## src/hdl/fhs_pkg.sv

```systemverilog
// ----------------------------------------------------------------------------
// fhs_pkg
// shared types and constants of the fragmentation heuristic scanner
// ----------------------------------------------------------------------------
package fhs_pkg;

	// sample limits (defaults for the top level parameters)
	localparam int unsigned HEAD_SAMPLE_MAX_DEF = 65536;
	localparam int unsigned TAIL_SAMPLE_MAX_DEF = 1024;

	// fixed widths
	localparam int unsigned BYTE_W  = 8;
	localparam int unsigned LIMIT_W = 16;
	localparam int unsigned MARK_W  = 16;
	localparam int unsigned RUN_W   = 17;
	localparam int unsigned BLK_W   = 3;
	localparam int unsigned KIND_W  = 2;
	localparam int unsigned CAUSE_W = 2;
	localparam int unsigned WIN_W   = 24;
	localparam int unsigned FILL_W  = 2;
	localparam int unsigned CFG_IDX_W  = 2;
	localparam int unsigned CFG_DATA_W = 16;

	// register indexes
	localparam logic [CFG_IDX_W-1:0] REG_FILE_KIND        = 2'd0;
	localparam logic [CFG_IDX_W-1:0] REG_ZERO_RUN_LIMIT   = 2'd1;
	localparam logic [CFG_IDX_W-1:0] REG_ZERO_BLOCK_LIMIT = 2'd2;
	localparam logic [CFG_IDX_W-1:0] REG_MARKER_GAP_LIMIT = 2'd3;

	// register reset values
	localparam logic [KIND_W-1:0]  FILE_KIND_RST        = 2'd0;
	localparam logic [LIMIT_W-1:0] ZERO_RUN_LIMIT_RST   = 16'd4096;
	localparam logic [BLK_W-1:0]   ZERO_BLOCK_LIMIT_RST = 3'd2;
	localparam logic [LIMIT_W-1:0] MARKER_GAP_LIMIT_RST = 16'd16384;

	// file kinds
	localparam logic [KIND_W-1:0] KIND_OTHER = 2'd0;
	localparam logic [KIND_W-1:0] KIND_JPEG  = 2'd1;
	localparam logic [KIND_W-1:0] KIND_ZIP   = 2'd2;

	// verdict causes
	localparam logic [CAUSE_W-1:0] CAUSE_NONE       = 2'd0;
	localparam logic [CAUSE_W-1:0] CAUSE_MARKER_GAP = 2'd1;
	localparam logic [CAUSE_W-1:0] CAUSE_NO_CDIR    = 2'd2;
	localparam logic [CAUSE_W-1:0] CAUSE_ZERO_BLKS  = 2'd3;

	// byte values
	localparam logic [BYTE_W-1:0] MARK_PREFIX = 8'hFF;
	localparam logic [BYTE_W-1:0] MARK_LO     = 8'hC0;
	localparam logic [BYTE_W-1:0] MARK_HI     = 8'hFE;
	localparam logic [WIN_W-1:0]  CDIR_HEAD   = 24'h504B01;
	localparam logic [BYTE_W-1:0] CDIR_LAST   = 8'h02;

	localparam logic [0:0] REGION_HEAD = 1'b0;
	localparam logic [0:0] REGION_TAIL = 1'b1;

	typedef struct packed {
		logic [BYTE_W-1:0] data_byte;
		logic              region;
		logic              last;
	} in_req_t;

	typedef struct packed {
		logic               fragmented;
		logic [CAUSE_W-1:0] cause;
		logic [BLK_W-1:0]   zero_blocks;
	} out_req_t;

	typedef struct packed {
		logic               jpeg_mode;
		logic [LIMIT_W-1:0] zero_run_limit;
		logic [LIMIT_W-1:0] marker_gap_limit;
	} head_cfg_t;

	typedef struct packed {
		logic             gap_found;
		logic [BLK_W-1:0] zero_blocks;
	} head_stat_t;

	typedef struct packed {
		logic tail_seen;
		logic sig_found;
	} tail_stat_t;

endpackage

```

## src/hdl/fhs_head.sv

```systemverilog
// ----------------------------------------------------------------------------
// fhs_head
// head sample tracker: zero runs and jpeg marker gaps
// ----------------------------------------------------------------------------
module fhs_head import fhs_pkg::*; #(
	parameter int unsigned HEAD_SAMPLE_MAX = HEAD_SAMPLE_MAX_DEF
) (
	input  logic              clk,
	input  logic              arst_n,
	input  logic              take,
	input  logic              clear,
	input  logic [BYTE_W-1:0] data_byte,
	input  head_cfg_t         cfg,
	output head_stat_t        stat
);

	localparam int unsigned HPW = $clog2(HEAD_SAMPLE_MAX + 1);
	localparam int unsigned DW  = ((HPW > MARK_W) ? HPW : MARK_W) + 1;

	logic [HPW-1:0]    pos_q,  pos_d;
	logic [BYTE_W-1:0] prev_q, prev_d;
	logic [MARK_W-1:0] mark_q, mark_d;
	logic [RUN_W-1:0]  run_q,  run_d;
	logic [BLK_W-1:0]  blk_q,  blk_d;
	logic              gap_q,  gap_d;

	logic           active;
	logic           is_marker;
	logic [HPW-1:0] at;
	logic [DW-1:0]  diff;
	logic           gap_big;

	always_comb begin
		active    = take && (pos_q < HPW'(HEAD_SAMPLE_MAX));
		at        = pos_q - HPW'(1);
		// borrow means the stored position wrapped: gap is huge
		diff      = DW'(at) - DW'(mark_q);
		gap_big   = diff[DW-1] || (diff[DW-2:0] > (DW-1)'(cfg.marker_gap_limit));
		is_marker = cfg.jpeg_mode && (pos_q != '0) && (prev_q == MARK_PREFIX)
			&& (data_byte >= MARK_LO) && (data_byte <= MARK_HI);

		pos_d  = pos_q;
		prev_d = prev_q;
		mark_d = mark_q;
		run_d  = run_q;
		blk_d  = blk_q;
		gap_d  = gap_q;
		if (active) begin
			if (data_byte == '0) begin
				if (run_q != '1) begin
					run_d = run_q + RUN_W'(1);
				end
			end else begin
				if ((run_q > RUN_W'(cfg.zero_run_limit)) && (blk_q != '1)) begin
					blk_d = blk_q + BLK_W'(1);
				end
				run_d = '0;
			end
			if (is_marker) begin
				if ((mark_q != '0) && gap_big) begin
					gap_d = 1'b1;
				end
				mark_d = MARK_W'(at);
			end
			prev_d = data_byte;
			pos_d  = pos_q + HPW'(1);
		end
	end

	always_ff @(posedge clk or negedge arst_n) begin
		if (!arst_n) begin
			pos_q  <= '0;
			prev_q <= '0;
			mark_q <= '0;
			run_q  <= '0;
			blk_q  <= '0;
			gap_q  <= 1'b0;
		end else if (clear) begin
			pos_q  <= '0;
			prev_q <= '0;
			mark_q <= '0;
			run_q  <= '0;
			blk_q  <= '0;
			gap_q  <= 1'b0;
		end else begin
			pos_q  <= pos_d;
			prev_q <= prev_d;
			mark_q <= mark_d;
			run_q  <= run_d;
			blk_q  <= blk_d;
			gap_q  <= gap_d;
		end
	end

	// status including the byte being taken now
	assign stat.gap_found   = gap_d;
	assign stat.zero_blocks = blk_d;

endmodule

```

## src/hdl/fhs_tail.sv

```systemverilog
// ----------------------------------------------------------------------------
// fhs_tail
// tail sample tracker: central directory signature search
// ----------------------------------------------------------------------------
module fhs_tail import fhs_pkg::*; #(
	parameter int unsigned TAIL_SAMPLE_MAX = TAIL_SAMPLE_MAX_DEF
) (
	input  logic              clk,
	input  logic              arst_n,
	input  logic              take,
	input  logic              clear,
	input  logic [BYTE_W-1:0] data_byte,
	output tail_stat_t        stat
);

	localparam int unsigned TPW = $clog2(TAIL_SAMPLE_MAX + 1);

	logic [TPW-1:0]    cnt_q,  cnt_d;
	logic [WIN_W-1:0]  win_q,  win_d;
	logic [FILL_W-1:0] fill_q, fill_d;
	logic              sig_q,  sig_d;
	logic              seen_q, seen_d;
	logic              active;

	always_comb begin
		active = take && (cnt_q < TPW'(TAIL_SAMPLE_MAX));
		cnt_d  = cnt_q;
		win_d  = win_q;
		fill_d = fill_q;
		sig_d  = sig_q;
		seen_d = seen_q;
		if (active) begin
			cnt_d  = cnt_q + TPW'(1);
			seen_d = 1'b1;
			if ((fill_q == '1) && (win_q == CDIR_HEAD) && (data_byte == CDIR_LAST)) begin
				sig_d = 1'b1;
			end
			win_d = {win_q[WIN_W-BYTE_W-1:0], data_byte};
			if (fill_q != '1) begin
				fill_d = fill_q + FILL_W'(1);
			end
		end
	end

	always_ff @(posedge clk or negedge arst_n) begin
		if (!arst_n) begin
			cnt_q  <= '0;
			win_q  <= '0;
			fill_q <= '0;
			sig_q  <= 1'b0;
			seen_q <= 1'b0;
		end else if (clear) begin
			cnt_q  <= '0;
			win_q  <= '0;
			fill_q <= '0;
			sig_q  <= 1'b0;
			seen_q <= 1'b0;
		end else begin
			cnt_q  <= cnt_d;
			win_q  <= win_d;
			fill_q <= fill_d;
			sig_q  <= sig_d;
			seen_q <= seen_d;
		end
	end

	assign stat.tail_seen = seen_d;
	assign stat.sig_found = sig_d;

endmodule

```

## src/hdl/fragmentation_heuristic_scanner_core.sv

```systemverilog
// ----------------------------------------------------------------------------
// fragmentation_heuristic_scanner_core
// judges from sampled head and tail bytes whether a file looks fragmented
// ----------------------------------------------------------------------------
// usage
//   input channel (in_valid, in_stall, in_data): one byte request per item,
//   with its region (head or tail) and a last flag closing the file
//   output channel (out_valid, out_stall, out_data): one verdict request
//   per file, produced only for the byte flagged last
//   configuration: cfg_wr_en, cfg_index, cfg_wdata, written while idle
// throughput and datapath
//   one byte request accepted per cycle unless in_stall is high; the
//   byte sits in the input register, the tracker update and verdict
//   logic run between it and the result register, and a verdict shows
//   on out_valid once the result register loads it
// reset
//   arst_n clears all tracking state and both channel valids and loads
//   the register defaults; after each verdict the tracking state clears
//   again while the registers keep their values
// stall
//   a held verdict stays in the result register; bytes that give no
//   verdict keep flowing past it, only a further last byte waits and
//   then in_stall rises
// ----------------------------------------------------------------------------
module fragmentation_heuristic_scanner_core import fhs_pkg::*; #(
	parameter int unsigned HEAD_SAMPLE_MAX = HEAD_SAMPLE_MAX_DEF,
	parameter int unsigned TAIL_SAMPLE_MAX = TAIL_SAMPLE_MAX_DEF
) (
	input  logic                  clk,
	input  logic                  arst_n,
	input  logic                  in_valid,
	output logic                  in_stall,
	input  in_req_t               in_data,
	output logic                  out_valid,
	input  logic                  out_stall,
	output out_req_t              out_data,
	input  logic                  cfg_wr_en,
	input  logic [CFG_IDX_W-1:0]  cfg_index,
	input  logic [CFG_DATA_W-1:0] cfg_wdata
);

	// configuration registers
	logic [KIND_W-1:0]  file_kind_q;
	logic [LIMIT_W-1:0] zero_run_limit_q;
	logic [BLK_W-1:0]   zero_block_limit_q;
	logic [LIMIT_W-1:0] marker_gap_limit_q;

	// input register
	logic    valid_s1;
	in_req_t req_s1;

	// result register
	logic     out_valid_q;
	out_req_t out_q;

	logic       fire_s1;
	logic       accept_in;
	logic       done_s1;
	head_cfg_t  head_cfg;
	head_stat_t head_stat;
	tail_stat_t tail_stat;
	logic [CAUSE_W-1:0] cause;

	always_ff @(posedge clk or negedge arst_n) begin
		if (!arst_n) begin
			file_kind_q        <= FILE_KIND_RST;
			zero_run_limit_q   <= ZERO_RUN_LIMIT_RST;
			zero_block_limit_q <= ZERO_BLOCK_LIMIT_RST;
			marker_gap_limit_q <= MARKER_GAP_LIMIT_RST;
		end else if (cfg_wr_en) begin
			unique case (cfg_index)
				REG_FILE_KIND:        file_kind_q        <= cfg_wdata[KIND_W-1:0];
				REG_ZERO_RUN_LIMIT:   zero_run_limit_q   <= cfg_wdata[LIMIT_W-1:0];
				REG_ZERO_BLOCK_LIMIT: zero_block_limit_q <= cfg_wdata[BLK_W-1:0];
				REG_MARKER_GAP_LIMIT: marker_gap_limit_q <= cfg_wdata[LIMIT_W-1:0];
				default: ;
			endcase
		end
	end

	// a byte without last never needs the result register
	assign fire_s1   = valid_s1 && (!req_s1.last || !out_valid_q || !out_stall);
	assign in_stall  = valid_s1 && !fire_s1;
	assign accept_in = in_valid && !in_stall;
	assign done_s1   = fire_s1 && req_s1.last;

	always_ff @(posedge clk or negedge arst_n) begin
		if (!arst_n) begin
			valid_s1 <= 1'b0;
		end else if (accept_in) begin
			valid_s1 <= 1'b1;
		end else if (fire_s1) begin
			valid_s1 <= 1'b0;
		end
	end

	always_ff @(posedge clk) begin
		if (accept_in) begin
			req_s1 <= in_data;
		end
	end

	assign head_cfg.jpeg_mode        = (file_kind_q == KIND_JPEG);
	assign head_cfg.zero_run_limit   = zero_run_limit_q;
	assign head_cfg.marker_gap_limit = marker_gap_limit_q;

	fhs_head #(
		.HEAD_SAMPLE_MAX(HEAD_SAMPLE_MAX)
	) u_head (
		.clk       (clk),
		.arst_n    (arst_n),
		.take      (fire_s1 && (req_s1.region == REGION_HEAD)),
		.clear     (done_s1),
		.data_byte (req_s1.data_byte),
		.cfg       (head_cfg),
		.stat      (head_stat)
	);

	fhs_tail #(
		.TAIL_SAMPLE_MAX(TAIL_SAMPLE_MAX)
	) u_tail (
		.clk       (clk),
		.arst_n    (arst_n),
		.take      (fire_s1 && (req_s1.region == REGION_TAIL)),
		.clear     (done_s1),
		.data_byte (req_s1.data_byte),
		.stat      (tail_stat)
	);

	// verdict priority: marker gap, missing central directory, zero blocks
	always_comb begin
		if ((file_kind_q == KIND_JPEG) && head_stat.gap_found) begin
			cause = CAUSE_MARKER_GAP;
		end else if ((file_kind_q == KIND_ZIP) && tail_stat.tail_seen
			&& !tail_stat.sig_found) begin
			cause = CAUSE_NO_CDIR;
		end else if (head_stat.zero_blocks > zero_block_limit_q) begin
			cause = CAUSE_ZERO_BLKS;
		end else begin
			cause = CAUSE_NONE;
		end
	end

	always_ff @(posedge clk or negedge arst_n) begin
		if (!arst_n) begin
			out_valid_q <= 1'b0;
		end else if (done_s1) begin
			out_valid_q <= 1'b1;
		end else if (!out_stall) begin
			out_valid_q <= 1'b0;
		end
	end

	always_ff @(posedge clk) begin
		if (done_s1) begin
			out_q.fragmented  <= (cause != CAUSE_NONE);
			out_q.cause       <= cause;
			out_q.zero_blocks <= head_stat.zero_blocks;
		end
	end

	assign out_valid = out_valid_q;
	assign out_data  = out_q;

endmodule

```

## config.mk

```make
export PLATFORM = sky130hd
export DESIGN_NAME = fragmentation_heuristic_scanner_core
export DESIGN_NICKNAME = d
export VERILOG_FILES = /design/src/hdl/fhs_pkg.sv /design/src/hdl/fhs_head.sv /design/src/hdl/fhs_tail.sv /design/src/hdl/fragmentation_heuristic_scanner_core.sv
export SDC_FILE = /design/constraint.sdc
export NUM_CORES = 1
export LEC_CHECK = 0
export BUFFER_PORTS_ARGS = -buffer_cell sky130_fd_sc_hd__buf_2
export CORE_UTILIZATION = 56
export DETAILED_ROUTE_END_ITERATION = 10
export GPL_TIMING_DRIVEN = 1
export PLACE_DENSITY_LB_ADDON = 0.1
export SETUP_SLACK_MARGIN = 0.5
export SLEW_MARGIN = 5
export SYNTH_ARGS = -nofsm -noshare
export SYNTH_HDL_FRONTEND = slang
export SYNTH_SLANG_ARGS = --single-unit
```

## constraint.sdc

```tcl
create_clock -name clk -period 5 [get_ports clk]
set_clock_uncertainty 0.05 [all_clocks]
set_input_delay 0.75 -clock clk [delete_from_list [all_inputs] [get_ports clk]]
set_output_delay 0.75 -clock clk [all_outputs]
set_load 0.02 [all_outputs]
```

# After elaboration in Yosys (flattened, before gate mapping)
# Cells that the tools add are included.
# totals
in_bits	33
ram_bits	0
output_inout_bits	8
regBits	156
mem_count	0
latchBits	0
mem_bits_ro	0
wordCells	135
# op_classes
add_sub_neg	7
n_mux	38
n_reduce_logical	45
n_div	0
n_bitwise	1
n_mul	0
n_eq_ne	14
magnitude_cmp	7
shift	0
# op_table
operator	count
17-bit two-way mux	6
16-bit two-way mux	3
24-bit two-way mux	2
17-bit by 1-bit adder with 17-bit output (second input constant)	2
17-bit by 16-bit > comparator with 1-bit output	2
24-bit by 23-bit == test with 1-bit output (second input constant)	1
11-bit two-way mux	2
1-bit logical AND	19
17-bit by 16-bit subtractor with 18-bit output	1
17-bit < comparator (second input constant)	1
17-bit != test (second input constant)	1
17-bit nonzero test	1
17-bit by 1-bit subtractor with 17-bit output (second input constant)	1
8-bit two-way mux	2
16-bit nonzero test	1
2-bit AND reduction	7
1-bit two-way mux	13
2-bit two-way mux	6
3-bit two-way mux	4
2-bit nonzero test	6
11-bit by 1-bit adder with 11-bit output (second input constant)	1
11-bit < comparator (second input constant)	1
2-bit == test (second input constant)	4
8-bit by 2-bit == test with 1-bit output (second input constant)	1
other kinds (15)	24

# Logic depth before layout (Yosys ltp)
# depth
word_depth	12
ltp_mapped	23
mapped_depth_nobuf	21

# Cells and area by module
# From an unflattened synthesis, not the netlist that was laid out.
# unflattened
cells_unflattened	960
area_unflattened_um2	9173.8
# by_module_without_submodules
module	seq_area_each_um2	area_each_um2	cells_each	instances
fhs_head	1551.5	5171.2	636	1
fragmentation_heuristic_scanner_core	1460.2	2215.9	131	1
fhs_tail	975.9	1786.7	193	1

# Worst setup path before layout
# OpenSTA, ideal clock, no wires.
# synth_timing
path_type	flip-flop to flip-flop
startpoint	register u_head.pos_q[4]
endpoint	register out_q (netlist bit out_data[5]) (data pin)
period_less_slack_ps	4621
t_arrival_ps	4305
t_required_ps	4684
n_path_buf	2
path_stages_with_launch	23
setup_ps	266
path_slack_ps	379
cell_sequence	dfrtp_1 > buf_6 > nor4_4 > nor4b_2 > nand2_1 > xnor2_1 > ha_1 > clkbuf_1 > nand2_1 > nor2_1 > nand3_1 > o21ai_0 > nand3_1 > nand2_1 > xor2_1 > ha_1 > a21oi_1 > nand2_1 > a211o_1 > a211o_1 > a21o_1 > o311ai_1 > nand2b_1
# synth_between
elab_chain_len	11
word_cells_on_any_way	22
cone_classes	add/sub: 2; order compare: 3; mux: 7; reduce/logical: 10
# synth_lines
element	line_no	source
from (decl)	fhs_head.sv:20	logic [HPW-1:0] pos_q, pos_d;
from (signal assigned)	fhs_head.sv:86	pos_q <= pos_d;
17-bit by 1-bit subtractor with 17-bit output	fhs_head.sv:35	at = pos_q - HPW'(1);
17-bit by 16-bit subtractor with 18-bit output	fhs_head.sv:37	diff = DW'(at) - DW'(mark_q);
17-bit by 16-bit > comparator with 1-bit output	fhs_head.sv:38	gap_big = diff[DW-1] || (diff[DW-2:0] > (DW-1)'(cfg.marker_gap_limit));
1-bit logical OR	fhs_head.sv:38	
1-bit logical AND	fhs_head.sv:60	if ((mark_q != '0) && gap_big) begin
1-bit two-way mux	fhs_head.sv:60	
1-bit two-way mux	fhs_head.sv:59	if (is_marker) begin
1-bit two-way mux	fhs_head.sv:48	if (active) begin
1-bit logical AND	fragmentation_heuristic_scanner_core.sv:132	if ((file_kind_q == KIND_JPEG) && head_stat.gap_found) begin
2-bit two-way mux *	fragmentation_heuristic_scanner_core.sv:132	
2-bit nonzero test *	fragmentation_heuristic_scanner_core.sv:156	out_q.fragmented <= (cause != CAUSE_NONE);
to (decl)	fragmentation_heuristic_scanner_core.sv:54	out_req_t out_q;
# Every way passes the cells marked *; elsewhere a longest branch is shown, timed or not.
# A chain may end at the register's enable or synchronous reset.

# Worst setup path in the final report
# layout_timing
startpoint	register u_head.pos_q[3]
endpoint	register out_q (netlist bit out_data[5]) (data pin)
# Same word-level chain as after synthesis.

==> flow_metrics.env <==
export IMPL_ys_flop_type="dfrtp_1"
export IMPL_yosys_warnings=0
export IMPL_max_slew_margin_rel_pct=17.8
export IMPL_fill_cells=1127
export IMPL_wirelength_um=19900
export IMPL_worstSetupEndpointType="register"
export IMPL_synth_commonest_cells="dfrtp_1, nor2_1, nand2_1, inv_1, ha_1"
export IMPL_synth_edf_count=16
export IMPL_syn_cell_area_um2=8590
export IMPL_synth_most_common_cell="dfrtp_1"
export IMPL_grt_pass1_wl_um=32800
export IMPL_fin_hold_ws_ns=0.414
export IMPL_via_count=6612
export IMPL_layout_setup_ws_ns=0.388
export IMPL_die_h_um=126
export IMPL_post_route_min_period_ns=4.61
export IMPL_cp_start_kind="register"
export IMPL_post_route_period_util_pct=92.2
export IMPL_drtIter0Drc=418
export IMPL_start_util_pct=58.2
export IMPL_crit_slowest_cell="dfrtp_2"
export IMPL_path_buf_inv=0
export IMPL_yosysUniqueCellTypes=63
export IMPL_cts_buffer_depth=2
export IMPL_vias_per_cell=5.96
export IMPL_critical_path_class="register to register"
export IMPL_postSynthAreaPerCell_um2=10.0
export IMPL_finalPower_mw=5.41
export IMPL_reg2reg_from="u_head.pos_q[3]"
export IMPL_ant_nets=0
export IMPL_final_core_util_pct=67.7
export IMPL_diodes=0
export IMPL_track_usage_pct=26.4
export IMPL_die_area_um2=15800
export IMPL_worstPathCellList="nor4_4 -> nand3b_4 -> or3b_4 -> or3_4 -> xnor2_2 -> ha_2 -> a21oi_2 -> nand2_1 -> xor2_1 -> ha_1 -> a21oi_2 -> nand2_1 -> a211o_1 -> a211o_1 -> a21o_1 -> o311ai_4 -> nand2b_1"
export IMPL_die_w_um=126
export IMPL_hold_buffers=0
export IMPL_grt_max_degree=112
export IMPL_worst_skew_pair_late_latency_ns=0.43
export IMPL_drcViolationCount=0
export IMPL_synthCells=857
export IMPL_synth_seq_cells=156
export IMPL_ios=41
export IMPL_drive_gt1_share_pct=20.2
export IMPL_rrSetupSlack_ns=0.39
export IMPL_ff2ff_path_depth=17
export IMPL_syn_num_nets=950
export IMPL_htreeDepth=4
export IMPL_setup_tns_final_ns=0
export IMPL_min_path_type="input pin to async pin"
export IMPL_critPathRequiredTime_ns=5.13
export IMPL_cts_tree="built"
export IMPL_setup_viol=0
export IMPL_crit_arrival_ns=4.74
export IMPL_reg2reg_to="out_data[5]"
export IMPL_async_flop_share_pct=89.7
export IMPL_clkSinkCount=156
export IMPL_areaGrowthSynthToFinish_pct=16.4
export IMPL_p_leak_nw=4.67
export IMPL_crit_cells=17
export IMPL_gp_congestion=0.888
export IMPL_worstMarginPinSlew_ns=1.23
export IMPL_cts_root_buf="clkbuf_16"
export IMPL_critPathMaxFanout=6
export IMPL_rows=44
export IMPL_first_pass_iters=5
export IMPL_dp_slack_ns=0.168
export IMPL_layout_nets=1006
export IMPL_cap_violations=0
export IMPL_antenna_found_initial=0
export IMPL_clk_pin_slew_ns=0.06
export IMPL_wl_per_cell_um=18.0
export IMPL_core_um2=14800
export IMPL_slew_violations=0
export IMPL_powerDensity_nw_per_um2=541
export IMPL_slowest_delay_ns=0.46
export IMPL_vdd_ir_drop_max_uv=349
export IMPL_yosysSeqAreaShare_pct=46.4
export IMPL_numCtsBuffers=17
export IMPL_io_buffers=40
export IMPL_grt_pass1_vias=6583
export IMPL_fmax_ghz=0.217
export IMPL_status="finished, final reports clean"
export IMPL_rsz0062_at_grt="true"
export IMPL_cpLargestDelayFamily="simple AND/OR/NAND/NOR gates"
export IMPL_synth_top_cell_by_area="dfrtp_1"
export IMPL_yosys_area_top_type_share_pct=39.9
export IMPL_grt_ovfl_total=0
export IMPL_synth_area_top_cells="dfrtp_1, ha_1, edfxtp_1"
export IMPL_hold_viol=0
export IMPL_hpwl_um=13700
[kinds of logic after synthesis]
| kind of cell | share of synthesized area (%) |
|---|---|
| buffers and inverters | 4.07 |
| adder cells (fa/ha/maj) | 8.83 |
| multiplexers | 6.28 |
| XOR/XNOR | 5.90 |
| AND/OR/NAND/NOR | 17.7 |
| flip-flops | 46.4 |
| AO/OA/AOI/OAI | 10.8 |
[per-stage QoR]
stage	area, um2	cells
floorplan	8650	857
global placement	9010	1059
detailed placement	9010	1059
CTS	9860	1103
global route	9990	1110
finish	9990	1110
[layer usage]
layer	vias up	wire length, um	GRT usage, %
met5	-	0	0
met4	0	346	10.3
met3	31	684	4.16
met2	166	10000	44.4
met1	3272	8880	34.4
li1	3143	-	-
[sequential cells by signal (all words and copies together), names as in the netlist]
signal              flops
marker_gap_limit_q     16
u_head.run_q           17
req_s1                 10
out_data                6
u_tail.seen_q           1
u_tail.win_q           24
valid_s1                1
u_head.pos_q           17
u_head.mark_q          16
zero_block_limit_q      3
u_head.blk_q            3
u_tail.sig_q            1
u_head.prev_q           8
u_tail.cnt_q           11
out_valid               1
u_head.gap_q            1
zero_run_limit_q       16
u_tail.fill_q           2
file_kind_q             2
[repair_timing]
| action | 4_1_cts | 5_1_grt |
|---|---|---|
| endpoints found under the setup margin | 4 | 4 |
| resized for setup | 29 | 15 |
| pin swaps | 13 | 9 |
| cloned | 0 | 0 |
| setup buffers | 12 | 7 |
[worst max path at each step]
stage                    start  slack, ns           to
3_5_place_dp   u_head.pos_q[0]       0.17  out_data[5]
6_report       u_head.pos_q[3]       0.39  out_data[5]
5_1_grt        u_head.pos_q[3]       0.19  out_data[5]
4_1_cts        u_head.pos_q[5]       0.50  out_data[5]
3_3_place_gp   u_head.pos_q[1]       0.29  out_data[3]
2_1_floorplan  u_head.pos_q[2]       0.52  out_data[5]
[layout by cell type, fill, tap and decap left out, types with 7 or more instances in the layout]
master	n
a21oi_1	33
nand4_1	22
xnor2_1	20
a21oi_2	7
a211oi_1	13
ha_1	52
o21ai_0	18
dfrtp_1	133
a22o_1	19
inv_1	60
nor3_1	19
clkbuf_16	18
mux2_2	39
nand3_1	23
edfxtp_1	16
or3_1	10
buf_2	39
nor4_1	11
nand2b_1	7
buf_4	27
nand2_1	71
nor2_1	94
xor2_1	30
and3_1	10
mux2i_1	10
a21o_1	13
[layout make-up]
| class | count | area [um2] | area share (%) |
|---|---|---|---|
| clock buffer | 20 | 468 | 4.68 |
| inverter | 60 | 225 | 2.25 |
| timing repair buffer | 67 | 409 | 4.09 |
| clock inverter | 12 | 136 | 1.36 |
| multi-input combinational | 611 | 4530 | 45.3 |
| sequential | 156 | 3990 | 40.0 |
| tap | 184 | 230 | 2.30 |
[power by group]
group | switching [mW] | total (mW) | internal, mW | leakage [nW]
combinational | 1.41 | 2.58 | 1.17 | 2.38
clock | 0.539 | 1.32 | 0.782 | 0.293
sequential | 0.0910 | 1.50 | 1.41 | 1.99
Note: power is estimated with default switching activity, not from simulation.
